$ cat src/rtl/spn_pkg.sv
// Shared types, codes and constants of the SPN block cipher engine.
`timescale 1ns / 1ps

package spn_pkg;

    localparam int MAX_ROUNDS_DEF = 16;
    localparam int CFG_W          = 5;
    localparam int CFG_IDX_W      = 2;
    localparam int BLK_W          = 128;
    localparam int NUM_BYTES      = 16;
    localparam int NUM_NYB        = 32;
    localparam int KEY_ROWS       = 16;
    localparam int KEY_ADDR_W     = 4;

    localparam logic [CFG_IDX_W-1:0] CFG_ROUND_COUNT    = 2'd0;
    localparam logic [CFG_IDX_W-1:0] CFG_PERMUTE_PERIOD = 2'd1;

    localparam logic [CFG_W-1:0] ROUND_COUNT_RST    = 5'd16;
    localparam logic [CFG_W-1:0] PERMUTE_PERIOD_RST = 5'd2;

    typedef enum logic [2:0] {
        OP_LOAD_SBOX = 3'd0,
        OP_LOAD_PERM = 3'd1,
        OP_LOAD_KEY  = 3'd2,
        OP_ENCRYPT   = 3'd3,
        OP_DECRYPT   = 3'd4
    } t_op;

    typedef enum logic [1:0] {
        MIX_NONE,
        MIX_PERM,
        MIX_SLIDE
    } t_mix;

    typedef enum logic [1:0] {
        ST_IDLE,
        ST_KEY,
        ST_RUN,
        ST_FINISH
    } t_state;

    typedef struct packed {
        logic                  sbox_we;
        logic                  perm_we;
        logic                  key_we;
        logic                  capture;
        logic                  rd_en;
        logic                  first;
        logic                  decrypt;
        logic                  bypass;
        t_mix                  mix;
        logic [KEY_ADDR_W-1:0] key_addr;
        logic                  out_load;
    } t_dp_cmd;

endpackage

$ cat src/rtl/spn_ctrl.sv
// Controller: request decode, round sequencing, configuration and output valid.
`timescale 1ns / 1ps

module spn_ctrl #(
    parameter int MAX_ROUNDS = spn_pkg::MAX_ROUNDS_DEF
) (
    input  logic                            i_clk,
    input  logic                            i_rst_n,
    input  logic                            i_in_valid,
    input  logic [2:0]                      i_op,
    input  logic [7:0]                      i_index,
    input  logic [7:0]                      i_value,
    output logic                            o_in_stall,
    output logic                            o_out_valid,
    input  logic                            i_out_stall,
    input  logic                            i_cfg_valid,
    input  logic [spn_pkg::CFG_IDX_W-1:0]   i_cfg_index,
    input  logic [spn_pkg::CFG_W-1:0]       i_cfg_data,
    output logic                            o_cfg_ready,
    output spn_pkg::t_dp_cmd                o_cmd
);
    import spn_pkg::*;

    t_state r_state, n_state;
    logic [CFG_W-1:0]      r_round_count, r_period;
    logic [MAX_ROUNDS-1:0] r_perm_mask, n_perm_mask;
    logic [CFG_W-1:0]      r_rnd, n_rnd;
    logic                  r_first, n_first;
    logic                  r_dec, n_dec;
    logic                  r_bypass, n_bypass;
    logic                  r_out_valid, n_out_valid;

    logic             w_accept, w_crypt, w_perm_hit, w_out_free;
    logic [CFG_W-1:0] w_rounds;
    logic [9:0]       w_prod;

    assign o_in_stall  = (r_state != ST_IDLE);
    assign o_out_valid = r_out_valid;
    assign o_cfg_ready = 1'b1;

    assign w_accept   = i_in_valid && !o_in_stall;
    assign w_crypt    = (i_op == OP_ENCRYPT) || (i_op == OP_DECRYPT);
    assign w_rounds   = (r_round_count > CFG_W'(MAX_ROUNDS)) ? CFG_W'(MAX_ROUNDS)
                                                             : r_round_count;
    assign w_out_free = !r_out_valid || !i_out_stall;

    // rounds that take the permutation: multiples of the period, not of four
    always_comb begin
        n_perm_mask = '0;
        w_prod      = '0;
        for (int k = 1; k <= MAX_ROUNDS; k++) begin
            w_prod = 10'(k) * 10'(r_period);
            for (int i = 0; i < MAX_ROUNDS; i++) begin
                if (w_prod == 10'(i + 1) && ((i + 1) % 4) != 0) begin
                    n_perm_mask[i] = 1'b1;
                end
            end
        end
    end

    always_comb begin
        w_perm_hit = 1'b0;
        for (int i = 0; i < MAX_ROUNDS; i++) begin
            if (r_rnd == CFG_W'(i + 1)) begin
                w_perm_hit = r_perm_mask[i];
            end
        end
    end

    // next state
    always_comb begin
        n_state = r_state;
        unique case (r_state)
            ST_IDLE: begin
                if (w_accept && w_crypt) begin
                    n_state = ST_KEY;
                end
            end
            ST_KEY: begin
                if (w_rounds == '0 || (!r_dec && w_rounds == CFG_W'(1))) begin
                    n_state = ST_FINISH;
                end else begin
                    n_state = ST_RUN;
                end
            end
            ST_RUN: begin
                if ((r_dec && r_rnd == CFG_W'(1)) ||
                    (!r_dec && r_rnd + CFG_W'(1) == w_rounds)) begin
                    n_state = ST_FINISH;
                end
            end
            ST_FINISH: begin
                if (w_out_free) begin
                    n_state = ST_IDLE;
                end
            end
            default: n_state = ST_IDLE;
        endcase
    end

    // outputs
    always_comb begin
        o_cmd          = '0;
        o_cmd.sbox_we  = w_accept && (i_op == OP_LOAD_SBOX);
        o_cmd.perm_we  = w_accept && (i_op == OP_LOAD_PERM) &&
                         (i_index < 8'd32) && (i_value < 8'd32);
        o_cmd.key_we   = w_accept && (i_op == OP_LOAD_KEY);
        o_cmd.capture  = w_accept && w_crypt;
        o_cmd.decrypt  = r_dec;
        o_cmd.bypass   = r_bypass;
        o_cmd.first    = (r_state == ST_KEY) || r_first;
        o_cmd.rd_en    = (r_state == ST_KEY) || (r_state == ST_RUN);
        o_cmd.out_load = (r_state == ST_FINISH) && w_out_free;
        if (w_perm_hit) begin
            o_cmd.mix = MIX_PERM;
        end else if (r_rnd[1:0] == 2'd0 && r_rnd != '0) begin
            o_cmd.mix = MIX_SLIDE;
        end else begin
            o_cmd.mix = MIX_NONE;
        end
        if (r_state == ST_KEY) begin
            o_cmd.key_addr = r_dec ? KEY_ADDR_W'(w_rounds - CFG_W'(1)) : '0;
        end else if (r_dec) begin
            o_cmd.key_addr = KEY_ADDR_W'(r_rnd - CFG_W'(2));
        end else begin
            o_cmd.key_addr = KEY_ADDR_W'(r_rnd);
        end
    end

    // sequencing registers
    always_comb begin
        n_rnd       = r_rnd;
        n_first     = 1'b0;
        n_dec       = r_dec;
        n_bypass    = r_bypass;
        n_out_valid = r_out_valid && i_out_stall;
        if (o_cmd.capture) begin
            n_dec    = (i_op == OP_DECRYPT);
            n_bypass = 1'b0;
        end
        if (r_state == ST_KEY) begin
            n_bypass = (w_rounds == '0);
            n_rnd    = r_dec ? w_rounds : CFG_W'(1);
            n_first  = r_dec;
        end else if (r_state == ST_RUN) begin
            n_rnd = r_dec ? r_rnd - CFG_W'(1) : r_rnd + CFG_W'(1);
        end
        if (o_cmd.out_load) begin
            n_out_valid = 1'b1;
        end
    end

    always_ff @(posedge i_clk) begin
        if (!i_rst_n) begin
            r_state       <= ST_IDLE;
            r_round_count <= ROUND_COUNT_RST;
            r_period      <= PERMUTE_PERIOD_RST;
            r_perm_mask   <= '0;
            r_rnd         <= '0;
            r_first       <= 1'b0;
            r_dec         <= 1'b0;
            r_bypass      <= 1'b0;
            r_out_valid   <= 1'b0;
        end else begin
            r_state     <= n_state;
            r_perm_mask <= n_perm_mask;
            r_rnd       <= n_rnd;
            r_first     <= n_first;
            r_dec       <= n_dec;
            r_bypass    <= n_bypass;
            r_out_valid <= n_out_valid;
            if (i_cfg_valid && o_cfg_ready) begin
                if (i_cfg_index == CFG_ROUND_COUNT) begin
                    r_round_count <= i_cfg_data;
                end else if (i_cfg_index == CFG_PERMUTE_PERIOD) begin
                    r_period <= i_cfg_data;
                end
            end
        end
    end

    a_no_overwrite: assert property (@(posedge i_clk) disable iff (!i_rst_n)
        !(o_cmd.out_load && r_out_valid && i_out_stall))
        else $error("result overwritten while stalled");
    a_load_done: assert property (@(posedge i_clk) disable iff (!i_rst_n)
        o_cmd.out_load |=> (r_state == ST_IDLE) && r_out_valid)
        else $error("result load did not complete");
    a_start: assert property (@(posedge i_clk) disable iff (!i_rst_n)
        o_cmd.capture |=> (r_state == ST_KEY))
        else $error("cipher request did not start");
    a_round_range: assert property (@(posedge i_clk) disable iff (!i_rst_n)
        r_rnd <= CFG_W'(MAX_ROUNDS))
        else $error("round index out of range");

endmodule
$ cat config.mk
export PLATFORM = sky130hd
export DESIGN_NAME = spn_ctrl
export DESIGN_NICKNAME = d
export VERILOG_FILES = /design/src/rtl/spn_pkg.sv /design/src/rtl/spn_ctrl.sv
export SDC_FILE = /design/constraint.sdc
export NUM_CORES = 1
export LEC_CHECK = 0
export ABC_AREA = 1
export BUFFER_PORTS_ARGS = -buffer_cell sky130_fd_sc_hd__buf_4
export CAP_MARGIN = 10
export CORE_ASPECT_RATIO = 1.1
export CORE_MARGIN = 10
export CORE_UTILIZATION = 36
export CTS_CLUSTER_DIAMETER = 100
export DETAILED_ROUTE_END_ITERATION = 10
export PLACE_DENSITY = 0.51
export SETUP_SLACK_MARGIN = 0.3
export SLEW_MARGIN = 30
export SYNTH_ARGS = -nofsm -noshare
export SYNTH_HDL_FRONTEND = slang
export SYNTH_SLANG_ARGS = --single-unit
$ cat constraint.sdc
create_clock -name i_clk -period 4.25 [get_ports i_clk]
set_clock_uncertainty 0.1 [all_clocks]
set_input_delay 0.85 -clock i_clk [delete_from_list [all_inputs] [get_ports i_clk]]
set_output_delay 0.85 -clock i_clk [all_outputs]
set_load 0.01 [all_outputs]
==> results.toml <==
[outcome]
status = "finished, final reports clean"

[synthesis]
synth_top_cell_by_area = "ha_1"
synth_nets = 851
synthTopCellsByArea = "ha_1 17%, nand2_1 14%, dfxtp_1 14%"
synth_ff_type = "dfxtp_1"
ys_seq_area_frac = 0.141
synth_warnings = 0
synth.area.mux_share = 0
synth.top_cell.area_share = 0.166
synthArstFlopShare = 0
synth_fa_ha_area_frac = 0.247
synth_area_per_cell_um2 = 6.34
syn-cell-area_um2 = 4680
synthCells = 739
synth-seq-cells = 33
synth_compound_area_frac = 0.110
synth_xor_area_frac = 0.0281
yosys.area_share.simple = 0.346
synth.distinct_cells = 38
synth_edf_count = 0
synth_top_family_by_area = "simple AND/OR/NAND/NOR gates"

[min_path]
holdPathStages = 2
worstHoldStart = "r_round_count[0]"
hold_path_class = "register to register"

[global_routing]
gr-total-overflow = 0
grt_use_met3 = 0.0163
antenna_found_initial = 0
grt_pass1_vias = 4521
use_met2 = 0.261
grt_max_degree = 23
grt_pass1_wl_um = 21700
grt.met1_usage = 0.169
grt_usage = 0.145
busiest_layer = "met2"

[final_layout]
final_cell_mix = "178 x nand2_1, 130 x inv_1, 62 x nand3_1, 62 x ha_1, 55 x nor2_1"
finalNonFillerCells = 929
antenna_cells = 0
layout_commonest_cell = "nand2_1"
drive_gt1_frac = 0.0881
nets = 884
num-fill-cells = 1387
area_growth_pct = 12.1
ff_latch_area_um2 = 662
multi_input_area_um2 = 3420

[job]
max-cap-violations = 0

[power_and_ir_drop]
power_density_nw_per_um2 = 344
power.leakage_nw = 2.78
internal_power_w = 0.000975
seqPwrFrac = 0.232
p_sw_frac = 0.461
pwr-share-comb = 0.570
peakVddDrop_uv = 142
switchingPower_w = 0.000834
power.share.clock = 0.198

[setup_path]
rr_worst_depth = 14
crit_type = "register to register"
cp.required_ns = 4.35
critPathLaunch = "r_period[3]"
end_kind = "register"
reg2reg_from = "r_period[3]"
worstPathArrival_ns = 3.59
cp_max_fo = 10
worst_setup_path_start_kind = "register"

[routing]
viasPerCell = 5.08
drc = 0
routed_wl_um = 12900
drt_iter0_markers = 364
vias = 4717
dr.pass1.iters = 5
wl_per_cell_um = 13.9
ant_nets = 0

[floorplan]
fp.dieW_um = 129
row_count = 43
die_h_um = 140
io_pins = 49
core_um2 = 12700
initial_core_util = 0.369
die_area_um2 = 18000

[timing]
rsz0062_at_grt = "false"
max_slew_margin = 0.635
drv_slew = 0
hold_viol = 0
tightestPinTransition_ns = 0.547
final-setup-viol-count = 0
finalCriticalPeriod_ns = 3.49
fin_tns_setup_ns = 0
max_freq_ghz = 0.286
final.period_utilization = 0.822

[clocking]
htree_num_levels = 2
clock_sinks = 33
clk_pin_slew_worst_paths_ns = 0.05
cts_buffers = 5
cts_hold_buf = 0
cts-root-buf = "clkbuf_16"
clock_latency_ns = 0.28
cts_tree = "yes"
cts_buffer_depth = 2

[placed_design]
dp_hpwl_um = 10800
placed_cells = 922
gp_congestion = 0.846
port_buffers = 37
[final cells by class]
cell class,count,area share
repair buffers,42,0.0600
inverters,135,0.0965
clock inverters,1,0.00143
clock buffers,6,0.0264
well taps,157,0.0374
flip-flops and latches,33,0.126
multi-input cells,555,0.652
[stage by stage]
stage / utilization / hold slack [ns] / worst slack, ns / total power, W / instance area (µm²)
2_1_floorplan: - / 0.344 / 0.924 / 0.00116 / 4680
3_3_place_gp: 0.402 / 0.360 / 0.743 / 0.00145 / 5100
3_5_place_dp: 0.402 / 0.361 / 0.724 / 0.00146 / 5100
4_1_cts: 0.413 / 0.369 / 0.686 / 0.00183 / 5250
5_1_grt: 0.414 / 0.392 / 0.322 / 0.00197 / 5250
6_report: 0.414 / 0.366 / 0.755 / 0.00181 / 5250
[cells in the mapped netlist (all sizes together), types with 5 or more instances]
master and count:
a21oi 45, buf 11, clkbuf 5, dfxtp 33, fa 19, ha 62, inv 135, nand2 182
nand3 63, nand3b 9, nand4 30, nor2 60, nor3 10, o21ai 37, xnor2 5, xor2 10
[state kept, by name, indices dropped and copies added (netlist names)]
name and cells:
r_perm_mask 12, r_bypass 1, r_first 1, r_round_count 5, r_state 2, r_rnd 5
o_out_valid 1, r_dec 1, r_period 5
[metal layers]
metal,share of wire,up-vias
met5,0,-
met4,0.031,0
met3,0.033,28
met2,0.50,97
met1,0.44,2149
li1,-,2443
[repair_timing]
item,4_1_cts,5_1_grt
hold endpoints to repair,0,0
setup buffers,0,0
gates resized for setup,0,1
endpoints found under the setup margin,0,2
[critical path, stage by stage, from the launching register on]
cell	delay (ns)
dfxtp_1	0.66
fa_1	0.57
fa_1	0.48
ha_1	0.40
nand2_2	0.10
nand2_2	0.06
inv_2	0.06
nand3b_1	0.07
nand2_1	0.08
nand3_2	0.09
nor2_4	0.28
nand3_1	0.14
o21ai_1	0.10
nand2_1	0.06
a21oi_1	0.17
[power by group through the flow]
stage / clock [W] / combinational [W] / sequential [W]
floorplan: 0 / 0.000758 / 0.000398
global placement: 0 / 0.00102 / 0.000424
detailed placement: 0 / 0.00103 / 0.000424
CTS: 0.000368 / 0.00104 / 0.000419
global route: 0.000380 / 0.00117 / 0.000427
finish: 0.000358 / 0.00103 / 0.000420
[path summary, 6_finish.rpt]
check	end	slack, ns
setup / recovery	r_perm_mask[4]	0.76
hold reg to reg	r_round_count[0]	0.37
setup reg to reg	r_perm_mask[4]	0.76
hold / removal	r_round_count[0]	0.37
[kinds of logic (layout without fill, tap and decap cells)]
family / Yosys count / in the layout
AO/OA/AOI/OAI: 96 / 96
XOR/XNOR: 15 / 15
adder cells (fa/ha/maj): 81 / 81
buffers and inverters: 151 / 184
flip-flops: 33 / 33
other: 1 / 1
AND/OR/NAND/NOR: 362 / 362
No activity file was read; power rests on OpenSTA's default activity.
